==> config.mk <==
export PLATFORM = sky130hd
export DESIGN_NAME = timed_relay_measurement_sequencer_core
export DESIGN_NICKNAME = d
export VERILOG_FILES = /design/src/rtl/trms_pkg.sv /design/src/rtl/timed_relay_measurement_sequencer_core.sv
export SDC_FILE = /design/constraint.sdc
export NUM_CORES = 1
export LEC_CHECK = 0
export ABC_AREA = 0
export ABC_CLOCK_PERIOD_IN_PS = 6600
export BUFFER_PORTS_ARGS = -buffer_cell sky130_fd_sc_hd__buf_2
export CAP_MARGIN = 5
export CORE_ASPECT_RATIO = 1.1
export CORE_MARGIN = 2
export CORE_UTILIZATION = 35
export DETAILED_ROUTE_END_ITERATION = 12
export HOLD_SLACK_MARGIN = 0.1
export SLEW_MARGIN = 20
export SYNTH_ARGS = -nofsm -noshare
export SYNTH_HDL_FRONTEND = slang
export SYNTH_SLANG_ARGS = --single-unit
export TNS_END_PERCENT = 5
==> constraint.sdc <==
create_clock -name clk_i -period 6.6 [get_ports clk_i]
set_input_delay 1.65 -clock clk_i [delete_from_list [all_inputs] [get_ports clk_i]]
set_output_delay 1.65 -clock clk_i [all_outputs]
set_load 0.05 [all_outputs]
==> src/rtl/trms_pkg.sv <==
`timescale 1ns / 1ps
// Package for the timed relay measurement sequencer core.
// Holds field widths, register indexes, reset values and beat layouts.
// No dependencies.
package trms_pkg;

  // Field widths
  localparam int unsigned VoltW  = 15;
  localparam int unsigned CurW   = 16;
  localparam int unsigned PowW   = 16;
  localparam int unsigned StabW  = 16;
  localparam int unsigned TimeW  = 20;
  localparam int unsigned MsW    = 10;
  localparam int unsigned SecW   = 32;
  localparam int unsigned CfgW   = 20;
  localparam int unsigned CfgIdxW = 3;

  // Beat widths, padded to whole bytes
  localparam int unsigned InW  = 48;
  localparam int unsigned OutW = 88;

  localparam logic [MsW-1:0] MsLast = MsW'(999);

  // Register indexes
  typedef enum logic [CfgIdxW-1:0] {
    REG_START_THR  = 3'd0,
    REG_STOP_THR   = 3'd1,
    REG_STABLE_MS  = 3'd2,
    REG_RELAY_OFF  = 3'd3,
    REG_RELAY_ON   = 3'd4,
    REG_SAMPLE_INT = 3'd5,
    REG_MIN_RUN    = 3'd6,
    REG_CUR_OFFSET = 3'd7
  } cfg_reg_e;

  // Register reset values
  localparam logic [VoltW-1:0] StartThrRst  = VoltW'(800);
  localparam logic [VoltW-1:0] StopThrRst   = VoltW'(800);
  localparam logic [StabW-1:0] StableMsRst  = StabW'(200);
  localparam logic [TimeW-1:0] RelayOffRst  = TimeW'(300000);
  localparam logic [TimeW-1:0] RelayOnRst   = TimeW'(90000);
  localparam logic [TimeW-1:0] SampleIntRst = TimeW'(10000);
  localparam logic [TimeW-1:0] MinRunRst    = TimeW'(80000);
  localparam logic [CurW-1:0]  CurOffRst    = 16'hFFFB;

  // Result beat, highest field first
  typedef struct packed {
    logic [3:0]       pad;
    logic [PowW-1:0]  sample_power;
    logic [CurW-1:0]  sample_current;
    logic [VoltW-1:0] sample_voltage;
    logic [SecW-1:0]  elapsed_seconds;
    logic             stopped;
    logic             sample_valid;
    logic             started;
    logic             relay_on;
    logic             measuring;
  } out_beat_t;

  // Saturating increment of a timer
  function automatic logic [TimeW-1:0] sat_inc20(input logic [TimeW-1:0] v);
    sat_inc20 = (v == '1) ? v : v + TimeW'(1);
  endfunction

endpackage

==> src/rtl/timed_relay_measurement_sequencer_core.sv <==
`timescale 1ns / 1ps
// Top level of the timed relay measurement sequencer: start qualification,
// relay cycling, periodic sampling and stop detection, one tick per beat.
// Depends on trms_pkg.
//
//  channel  | dir | handshake               | payload
//  ---------+-----+-------------------------+---------------------------------
//  s_axis   | in  | s_axis_tvalid/tready    | tick: button, voltage, current, power
//  m_axis   | out | m_axis_tvalid/tready    | result: flags, seconds, sample
//  cfg      | in  | cfg_we_i                | register index and data
//
// One input beat per clock cycle while m_axis is not stalled; every beat yields one result beat.
// The tick logic sits between the state registers and one result register,
// so a beat is accepted while the result register is empty or being drained.
// Reset clears the run state and the result valid flag and loads the register defaults; no clearing pass.
// A stall on m_axis holds the result and stops input acceptance.
module timed_relay_measurement_sequencer_core (
  input  logic                            clk_i,
  input  logic                            rst_ni,
  input  logic                            s_axis_tvalid,
  output logic                            s_axis_tready,
  // [0] button_pressed, [15:1] bus_voltage, [31:16] current_code,
  // [47:32] power_code
  input  logic [trms_pkg::InW-1:0]        s_axis_tdata,
  output logic                            m_axis_tvalid,
  input  logic                            m_axis_tready,
  // [0] measuring, [1] relay_on, [2] started, [3] sample_valid, [4] stopped,
  // [36:5] elapsed_seconds, [51:37] sample_voltage, [67:52] sample_current,
  // [83:68] sample_power, [87:84] zero
  output logic [trms_pkg::OutW-1:0]       m_axis_tdata,
  input  logic                            cfg_we_i,
  input  logic [trms_pkg::CfgIdxW-1:0]    cfg_idx_i,
  input  logic [trms_pkg::CfgW-1:0]       cfg_data_i
);

  // Configuration registers
  logic [trms_pkg::VoltW-1:0] start_thr_q, stop_thr_q;
  logic [trms_pkg::StabW-1:0] stable_ms_q;
  logic [trms_pkg::TimeW-1:0] relay_off_q, relay_on_q, sample_int_q, min_run_q;
  logic [trms_pkg::CurW-1:0]  cur_off_q;

  // Run state
  logic                       run_q, run_d;
  logic                       relay_q, relay_d;
  logic [trms_pkg::StabW-1:0] stable_q, stable_d;
  logic [trms_pkg::TimeW-1:0] phase_q, phase_d;
  logic [trms_pkg::TimeW-1:0] since_q, since_d;
  logic [trms_pkg::TimeW-1:0] run_ms_q, run_ms_d;
  logic [trms_pkg::MsW-1:0]   msec_q, msec_d;
  logic [trms_pkg::SecW-1:0]  secs_q, secs_d;
  logic [trms_pkg::VoltW-1:0] last_v_q, last_v_d, prev_v_q, prev_v_d;

  // Result register
  logic                out_vld_q;
  trms_pkg::out_beat_t out_q, out_d;

  // Input fields
  logic                       btn;
  logic [trms_pkg::VoltW-1:0] volt;
  logic signed [trms_pkg::CurW-1:0] cur;
  logic [trms_pkg::PowW-1:0]  pow;

  logic                       s_acc;
  logic                       start_cond, start, active, toggle, sample, stop;
  logic                       relay_n;
  logic [trms_pkg::StabW-1:0] stable_inc;
  logic [trms_pkg::TimeW-1:0] phase_n, since_n, run_ms_n;
  logic [trms_pkg::MsW-1:0]   msec_n;
  logic [trms_pkg::SecW-1:0]  secs_n;
  logic signed [trms_pkg::CurW:0] cur_diff;
  logic [trms_pkg::CurW-1:0]  cur_sat;

  assign btn  = s_axis_tdata[0];
  assign volt = s_axis_tdata[15:1];
  assign cur  = $signed(s_axis_tdata[31:16]);
  assign pow  = s_axis_tdata[47:32];

  assign s_axis_tready = !out_vld_q || m_axis_tready;
  assign s_acc         = s_axis_tvalid && s_axis_tready;
  assign m_axis_tvalid = out_vld_q;
  assign m_axis_tdata  = out_q;

  // Tick logic: qualify start, advance timers, cycle relay, sample, stop
  always_comb begin
    start_cond = !run_q && btn && (volt >= start_thr_q);
    stable_inc = (stable_q == '1) ? stable_q : stable_q + trms_pkg::StabW'(1);
    start      = start_cond && (stable_inc > stable_ms_q);
    stable_d   = (start_cond && !start) ? stable_inc : '0;
    active     = run_q || start;

    // Timers restart on the start tick, else advance before compare
    phase_n  = start ? '0 : trms_pkg::sat_inc20(phase_q);
    since_n  = start ? '0 : trms_pkg::sat_inc20(since_q);
    run_ms_n = start ? '0 : trms_pkg::sat_inc20(run_ms_q);
    if (start) begin
      msec_n = '0;
      secs_n = '0;
    end else if (msec_q == trms_pkg::MsLast) begin
      msec_n = '0;
      secs_n = (secs_q == '1) ? secs_q : secs_q + trms_pkg::SecW'(1);
    end else begin
      msec_n = msec_q + trms_pkg::MsW'(1);
      secs_n = secs_q;
    end

    // Relay phase
    toggle  = relay_q ? (phase_n >= relay_on_q) : (phase_n >= relay_off_q);
    relay_n = toggle ? !relay_q : relay_q;
    if (toggle) begin
      phase_n = '0;
    end

    // Offset-corrected current, saturated
    cur_diff = {cur[trms_pkg::CurW-1], cur} -
               {cur_off_q[trms_pkg::CurW-1], cur_off_q};
    if (cur_diff[trms_pkg::CurW] != cur_diff[trms_pkg::CurW-1]) begin
      cur_sat = cur_diff[trms_pkg::CurW] ? 16'h8000 : 16'h7FFF;
    end else begin
      cur_sat = cur_diff[trms_pkg::CurW-1:0];
    end

    sample = active && (since_n >= sample_int_q);
    stop   = sample && relay_n && (run_ms_n >= min_run_q) &&
             (volt <= stop_thr_q) && (last_v_q <= stop_thr_q);

    // Next state
    run_d    = run_q;
    relay_d  = relay_q;
    phase_d  = phase_q;
    since_d  = since_q;
    run_ms_d = run_ms_q;
    msec_d   = msec_q;
    secs_d   = secs_q;
    last_v_d = last_v_q;
    prev_v_d = prev_v_q;
    if (active) begin
      run_d    = 1'b1;
      relay_d  = relay_n;
      phase_d  = phase_n;
      since_d  = sample ? '0 : since_n;
      run_ms_d = run_ms_n;
      msec_d   = msec_n;
      secs_d   = secs_n;
    end
    if (sample) begin
      prev_v_d = last_v_q;
      last_v_d = volt;
    end
    if (stop) begin
      run_d    = 1'b0;
      relay_d  = 1'b0;
      phase_d  = '0;
      since_d  = '0;
      run_ms_d = '0;
      msec_d   = '0;
      secs_d   = '0;
    end

    // Result beat
    out_d                 = '0;
    out_d.measuring       = run_d;
    out_d.relay_on        = relay_d;
    out_d.started         = start;
    out_d.sample_valid    = sample;
    out_d.stopped         = stop;
    out_d.elapsed_seconds = active ? secs_n : '0;
    if (sample) begin
      out_d.sample_voltage = volt;
      out_d.sample_current = cur_sat;
      out_d.sample_power   = pow;
    end
  end

  // Configuration writes
  always_ff @(posedge clk_i or negedge rst_ni) begin
    if (!rst_ni) begin
      start_thr_q  <= trms_pkg::StartThrRst;
      stop_thr_q   <= trms_pkg::StopThrRst;
      stable_ms_q  <= trms_pkg::StableMsRst;
      relay_off_q  <= trms_pkg::RelayOffRst;
      relay_on_q   <= trms_pkg::RelayOnRst;
      sample_int_q <= trms_pkg::SampleIntRst;
      min_run_q    <= trms_pkg::MinRunRst;
      cur_off_q    <= trms_pkg::CurOffRst;
    end else if (cfg_we_i) begin
      unique case (trms_pkg::cfg_reg_e'(cfg_idx_i))
        trms_pkg::REG_START_THR:  start_thr_q  <= cfg_data_i[trms_pkg::VoltW-1:0];
        trms_pkg::REG_STOP_THR:   stop_thr_q   <= cfg_data_i[trms_pkg::VoltW-1:0];
        trms_pkg::REG_STABLE_MS:  stable_ms_q  <= cfg_data_i[trms_pkg::StabW-1:0];
        trms_pkg::REG_RELAY_OFF:  relay_off_q  <= cfg_data_i;
        trms_pkg::REG_RELAY_ON:   relay_on_q   <= cfg_data_i;
        trms_pkg::REG_SAMPLE_INT: sample_int_q <= cfg_data_i;
        trms_pkg::REG_MIN_RUN:    min_run_q    <= cfg_data_i;
        trms_pkg::REG_CUR_OFFSET: cur_off_q    <= cfg_data_i[trms_pkg::CurW-1:0];
        default: ;
      endcase
    end
  end

  // Advance run state on each accepted beat
  always_ff @(posedge clk_i or negedge rst_ni) begin
    if (!rst_ni) begin
      run_q    <= 1'b0;
      relay_q  <= 1'b0;
      stable_q <= '0;
      phase_q  <= '0;
      since_q  <= '0;
      run_ms_q <= '0;
      msec_q   <= '0;
      secs_q   <= '0;
      last_v_q <= '0;
      prev_v_q <= '0;
    end else if (s_acc) begin
      run_q    <= run_d;
      relay_q  <= relay_d;
      stable_q <= stable_d;
      phase_q  <= phase_d;
      since_q  <= since_d;
      run_ms_q <= run_ms_d;
      msec_q   <= msec_d;
      secs_q   <= secs_d;
      last_v_q <= last_v_d;
      prev_v_q <= prev_v_d;
    end
  end

  // Result register: load on accept, drop when taken
  always_ff @(posedge clk_i or negedge rst_ni) begin
    if (!rst_ni) begin
      out_vld_q <= 1'b0;
    end else if (s_acc) begin
      out_vld_q <= 1'b1;
    end else if (m_axis_tready) begin
      out_vld_q <= 1'b0;
    end
  end

  always_ff @(posedge clk_i) begin
    if (s_acc) begin
      out_q <= out_d;
    end
  end

`ifndef SYNTH
  // Relay is never energized outside a run
  a_relay_idle: assert property (@(posedge clk_i) disable iff (!rst_ni)
    !run_q |-> !relay_q)
    else $error("relay on while no run active");

  // A stop only comes with a sample and ends the run
  a_stop_sample: assert property (@(posedge clk_i) disable iff (!rst_ni)
    (out_vld_q && out_q.stopped) |-> (out_q.sample_valid && !out_q.measuring))
    else $error("stop without sample or run still active");

  // A start beat that does not also stop leaves the block measuring
  a_start_run: assert property (@(posedge clk_i) disable iff (!rst_ni)
    (s_acc && start && !stop) |=> run_q)
    else $error("start did not enter a run");

  // Sample fields are zero on beats without a sample
  a_sample_zero: assert property (@(posedge clk_i) disable iff (!rst_ni)
    (out_vld_q && !out_q.sample_valid) |->
      (out_q.sample_voltage == '0 && out_q.sample_current == '0 &&
       out_q.sample_power == '0))
    else $error("sample fields set without sample");
`endif

endmodule
-- Word-level counts from Yosys, hierarchy flattened
Index checks and enable logic that the tools add are counted.
- add/sub/neg operators: 7
- magnitude comparators: 8
- equality and inequality tests: 14
- muxes and demuxes: 35
- reduce and logical (&&, ||, !) cells: 29
- operators with widths (operator ; count):
    $mux 20 ; 14
    $mux 32 ; 5
    $ge 20x20->1 ; 4
    $mux 16 ; 4
    $add 20x1->20 const B ; 3
    $eq 20x20->1 const B ; 3
    $mux 10 ; 4
    $add 32x1->32 const B ; 1
    $eq 32x32->1 const B ; 1
    $le 15x15->1 ; 2
    $reduce_and 2->1 ; 10
    $sub 16x16->17 ; 1
    $add 16x1->16 const B ; 1
    $eq 16x16->1 const B ; 1
    $gt 16x16->1 ; 1
    $ge 15x15->1 ; 1
    $eq 3x3->1 const B ; 4
    $add 10x1->10 const B ; 1
    $eq 10x10->1 const B ; 1
    $logic_and 1x1->1 ; 10
    $mux 1 ; 8
    $eq 3x2->1 const B ; 2
    $logic_not 1->1 ; 4
    $reduce_bool 2->1 ; 2
    4 further kinds ; 5
- register bits: 362
- logic and storage cells: 120

-- Logic depth before layout (Yosys ltp)
- depth in word-level cells: 14
- depth in mapped cells: 30
- gate-level depth less buffers: 26

-- Worst setup path after synthesis
OpenSTA, ideal clock, no wires.
- path kind: register -> register
- from: register stable_q[4] (netlist bit)
- to: register out_q, in the netlist m_axis_tdata[1] (data pin)
- data arrival time: 6321 ps
- data required time: 6340 ps
- setup slack: 19 ps
- cell stages (with the launch flop): 30
- buffers on the path: 5
- clock period less this slack: 6581 ps
- cells stage by stage: dfrtp_1 -> clkbuf_1 -> and4_1 -> nand4_1 -> o41ai_1 -> nor2_1 -> and4_1 -> xor2_1 -> ha_1 -> nand4_1 -> or4_1 -> a21o_1 -> o211a_2 -> nor2_1 -> nand2_1 -> inv_2 -> clkbuf_1 -> buf_2 -> nor2_1 -> ha_1 -> a21o_1 -> nand3_1 -> a21oi_1 -> or4b_1 -> o22ai_1 -> and4_1 -> buf_2 -> buf_2 -> nor2_1 -> mux2_2
- longest elaborated chain between the ends: 13
- elaborated cells between the ends (all ways): 22
- classes of those cells: 1 x add/sub; 5 x order compare; 1 x eq/ne; 8 x mux; 7 x reduce/logical
- RTL lines (element ; RTL line ; text):
    start, declared ; timed_relay_measurement_sequencer_core.sv:45 ; logic [trms_pkg::StabW-1:0] stable_q, stable_d;
    start signal, assigned ; timed_relay_measurement_sequencer_core.sv:216 ; stable_q <= stable_d;
    $add 16x1->16 or $eq 16x16->1 (tied branches) ; timed_relay_measurement_sequencer_core.sv:86 ; stable_inc = (stable_q == '1) ? stable_q : stable_q + trms_pkg::StabW'(1);
    $mux 16 * ; timed_relay_measurement_sequencer_core.sv:86 ;
    $gt 16x16->1 * ; timed_relay_measurement_sequencer_core.sv:87 ; start = start_cond && (stable_inc > stable_ms_q);
    $logic_and 1x1->1 * ; timed_relay_measurement_sequencer_core.sv:87 ;
    $mux 20 ; timed_relay_measurement_sequencer_core.sv:92 ; phase_n = start ? '0 : trms_pkg::sat_inc20(phase_q);
    $ge 20x20->1 ; timed_relay_measurement_sequencer_core.sv:107 ; toggle = relay_q ? (phase_n >= relay_on_q) : (phase_n >= relay_off_q);
    $mux 1 ; timed_relay_measurement_sequencer_core.sv:107 ;
    $mux 1 ; timed_relay_measurement_sequencer_core.sv:108 ; relay_n = toggle ? !relay_q : relay_q;
    $logic_and 1x1->1 (3 in a row) ; timed_relay_measurement_sequencer_core.sv:123 ; stop = sample && relay_n && (run_ms_n >= min_run_q) &&
    $logic_and 1x1->1 ; timed_relay_measurement_sequencer_core.sv:124 ; (volt <= stop_thr_q) && (last_v_q <= stop_thr_q);
    $mux 1 * ; timed_relay_measurement_sequencer_core.sv:149 ; if (stop) begin
    net relay_d ; timed_relay_measurement_sequencer_core.sv:44 ; logic relay_q, relay_d;
    end signal, assigned ; timed_relay_measurement_sequencer_core.sv:240 ; out_q <= out_d;
    end, declared ; timed_relay_measurement_sequencer_core.sv:55 ; trms_pkg::out_beat_t out_q, out_d;
Mark *: on every way through the listed nets, which the timed path passes. The rest lies on a longest branch.
A chain may end at the register's enable or synchronous reset.

-- Worst setup path after layout
- from: register stable_q[7] (netlist bit)
- to: register secs_q[8] (netlist bit)
- longest elaborated chain between the ends: 14
- elaborated cells between the ends (all ways): 25
- classes of those cells: 1 x add/sub; 5 x order compare; 1 x eq/ne; 9 x mux; 9 x reduce/logical
- RTL lines (element ; RTL line ; text):
    $add 16x1->16 or $eq 16x16->1 (tied branches) ; timed_relay_measurement_sequencer_core.sv:86 ;
    $mux 16 * ; timed_relay_measurement_sequencer_core.sv:86 ;
    $gt 16x16->1 * ; timed_relay_measurement_sequencer_core.sv:87 ;
    $logic_and 1x1->1 * ; timed_relay_measurement_sequencer_core.sv:87 ;
    $mux 20 ; timed_relay_measurement_sequencer_core.sv:92 ;
    $ge 20x20->1 ; timed_relay_measurement_sequencer_core.sv:107 ;
    $mux 1 ; timed_relay_measurement_sequencer_core.sv:107 ;
    $mux 1 ; timed_relay_measurement_sequencer_core.sv:108 ;
    $logic_and 1x1->1 (3 in a row) ; timed_relay_measurement_sequencer_core.sv:123 ;
    $logic_and 1x1->1 ; timed_relay_measurement_sequencer_core.sv:124 ;
    $reduce_bool 2->1 (no source line) ; - ;
    $reduce_and 2->1 (no source line) ; - ;
    end signal, assigned ; timed_relay_measurement_sequencer_core.sv:221 ; secs_q <= secs_d;
    end, declared ; timed_relay_measurement_sequencer_core.sv:50 ; logic [trms_pkg::SecW-1:0] secs_q, secs_d;
Every way passes the cells marked *; elsewhere a longest branch is shown, timed or not. The select of a mux whose other input is x is not followed.

==> results.yml <==
timing:
  min_period_over_period_pct: 97.1
  finalCriticalPeriod_ns: 6.41
  slew_violations: 0
  max-slew-margin-rel_pct: 31.6
  finClkSkew_ns: 0.0188
  hold_viol: 0
  tightest_slew_ns: 1.02
  final-setup-viol-count: 0
  clock.fmax_mhz: 156
  rsz0062_at_grt: "yes"
run:
  maxCapViolations: 0
yosys:
  seq_area_frac_synth_pct: 45.2
  avgSynthCellArea_um2: 9.88
  synthesis.area_um2: 21100
  yosys-top-cells-area: "dfrtp_1, edfxtp_1, ha_1, dfstp_2, mux2_2"
  synth_top_area_share_pct: 26.9
  synth_flop_cell: "dfrtp_1"
  synthArstFlopShare_pct: 76.8
  synth.most_common_cell: "dfrtp_1"
  syn_inst: 2139
  ys_seq_elements: 362
  synth-edff-count: 84
  synth_top_area_cell: "dfrtp_1"
  synth_cell_types: 85
  ys_warn_count: 0
  synth_common_cells: "dfrtp_1, nand2_1, inv_1"
place:
  dp_hpwl_um: 40400
  io_buffers: 161
  place_congestion: 0.868
  postPlaceCellArea_um2: 22900
worst_setup_path:
  crit_type: "flip-flop to flip-flop"
  worstPathArrival_ns: 6.90
  startpoint: "stable_q[7]$_DFFE_PN0P_"
  worstReg2RegStart: "stable_q[7]$_DFFE_PN0P_"
  crit_path_start_kind: "flip-flop"
  critPathMaxFanout: 12
  endpoint_kind: "flip-flop"
  worstPathBufferInverterCount: 3
  rr_endpoint: "secs_q[8]$_DFFE_PN0P_"
  critPathTopFamily: "simple AND/OR/NAND/NOR gates"
  slowest_delay_ns: 0.54
  reg2reg_depth: 26
  required_ns: 7.09
  cp_slowest_cell: "or3b_2"
  r2r_setup_slack_ns: 0.19
floorplan:
  die_height_um: 262
  die_w_um: 238
  core-area_um2: 59700
  initial_core_util_pct: 35.4
  num_rows: 94
  dieArea_um2: 62300
  ios: 166
clock_tree:
  cts_root_buf: "clkbuf_16"
  htreeDepth: 2
  clock_latency_ns: 0.58
  postCtsHoldBufs: 0
  cts_tree: "yes"
  cts_buffer_depth: 3
  cts_buffers: 43
  path_clk_slew_ns: 0.06
  cts.sinks: 362
final_layout:
  utilization_pct: 41.0
  drive_gt1_share_pct: 20.1
  nNetsFinal: 2543
  antenna_cells: 0
  syn_to_final_growth_pct: 16.0
  fillCellCount: 5764
  post-route-cell-area_um2: 24500
min_path:
  worstHoldEndpoint: "last_v_q[6]$_DFFE_PN0P_"
  min_from: "last_v_q[6]$_DFFE_PN0P_"
  hold_path_depth: 1
  hp-class: "flip-flop to flip-flop"
global_routing:
  grt_pass1_vias: 16800
  grt_max_degree: 113
  grt_use_met2_pct: 30.8
  global_route.usage.met1_pct: 24.6
  grt_use_total_pct: 18.3
  globalRouteOverflowTotal: 0
  antenna_found_initial: 3
  grt_pass1_wl_um: 91200
  use_met3_pct: 2.87
  grt_busiest_layer: "met2"
routing:
  drt-total-wl_um: 56900
  drc: 0
  wire_per_inst_um: 18.3
  viasPerCell: 5.34
  antenna_left: 0
  drtPass1Iterations: 5
  vias: 16600
  drt_iter0_markers: 1161
status:
  status: "finished, final reports clean"
power_and_ir_drop:
  leakagePower_nw: 11.1
  ir_worst_vdd_uv: 163
  p_per_area_nw_per_um2: 257
==> worst reg2reg max path: cells and delay by family (launching register included) <==
family          cells  cell delay [ns]
compound gates      9             1.98
flops               1             0.41
buf+inv             3             0.66
simple gates       11             2.55
fa+ha+maj           2             0.59
xor+xnor            1             0.15
==> layer usage <==
metal | wire length, um | vias up
li1 | - | 8010
met1 | 26000 | 8104
met2 | 26800 | 381
met3 | 2700 | 95
met4 | 1370 | 2
met5 | 11 | -
==> worst max path at each step <==
stage | end | slack, ns | depth (start not counted)
3_3_place_gp | msec_q[2]$_DFFE_PN0P_ | -0.05 | 25
5_1_grt | secs_q[8]$_DFFE_PN0P_ | -0.06 | 26
3_5_place_dp | msec_q[2]$_DFFE_PN0P_ | -0.15 | 25
2_1_floorplan | m_axis_tdata[1]$_DFFE_PP_ | 0.02 | 29
6_report | secs_q[8]$_DFFE_PN0P_ | 0.19 | 26
4_1_cts | secs_q[22]$_DFFE_PN0P_ | 0.05 | 25
==> cell type report <==
| type | instances | area (um2) | area share (%) |
|---|---|---|---|
| multi-input combinational | 1505 | 10600 | 43.4 |
| sequential | 362 | 9540 | 38.9 |
| clock buffer | 61 | 1250 | 5.12 |
| timing repair buffer | 208 | 1230 | 5.03 |
| tap | 768 | 961 | 3.92 |
| inverter | 183 | 692 | 2.82 |
| clock inverter | 18 | 196 | 0.801 |
==> cells by family (layout without fill, tap and decap cells) <==
kind of cell	Yosys count	after routing	synth area share [%]
flops	362	362	45.2
buf+inv	275	470	5.12
mux	109	109	5.73
compound gates	483	483	14.8
simple gates	659	659	15.8
other cells	1	4	0.0178
xor+xnor	86	86	3.57
fa+ha+maj	164	164	9.75
==> placed cells by master, fill, tap and decap left out, types with 48 or more instances in the layout <==
cell / Yosys / routed
o21ai_0: 120 / 118
nand2_1: 194 / 192
buf_2: 22 / 160
edfxtp_1: 84 / 84
ha_1: 163 / 163
dfrtp_1: 227 / 227
nor2_1: 144 / 142
a21oi_1: 120 / 119
mux2_2: 92 / 92
nand4_1: 48 / 48
xnor2_1: 49 / 49
and3_1: 50 / 50
inv_1: 180 / 179
nand3_1: 66 / 65
dfstp_2: 51 / 51
==> report_power, final <==
part	total [mW]	internal, mW	leakage [nW]	switching, mW
Clock	2.45	1.45	0.716	0.998
Combinational	1.17	0.450	6.16	0.722
Sequential	2.68	2.57	4.23	0.114
Total	6.30	4.47	11.1	1.83
==> metrics by stage <==
stage / setup WS [ns] / std cells / total power, mW / hold slack [ns] / setup TNS, ns
final: 0.193 / 3105 / 6.30 / 0.498 / 0
after global routing: -0.0613 / 3105 / 6.63 / 0.517 / -0.727
after CTS: 0.0500 / 3101 / 6.35 / 0.505 / 0
after detailed placement: -0.151 / 3022 / 3.88 / 0.491 / -2.45
after global placement: -0.0538 / 3022 / 3.83 / 0.479 / -0.599
after floorplan: 0.0190 / 2142 / 3.51 / 0.462 / 0
==> registers in the layout (all words and copies together) (netlist names), 16 cells and up <==
signal and count:
m_axis_tdata 84, relay_off_q 20, since_q 20, min_run_q 20, sample_int_q 20, cur_off_q 16, stable_ms_q 16, stable_q 16
run_ms_q 20, phase_q 20, secs_q 32, relay_on_q 20
==> timing repair <==
action                                  in CTS  in global routing
pin swaps                                    0                  3
buffers inserted                             0                  2
endpoints found under the setup margin      38                122
resized for setup                            3                 25
(Power assumes the default switching activity.)
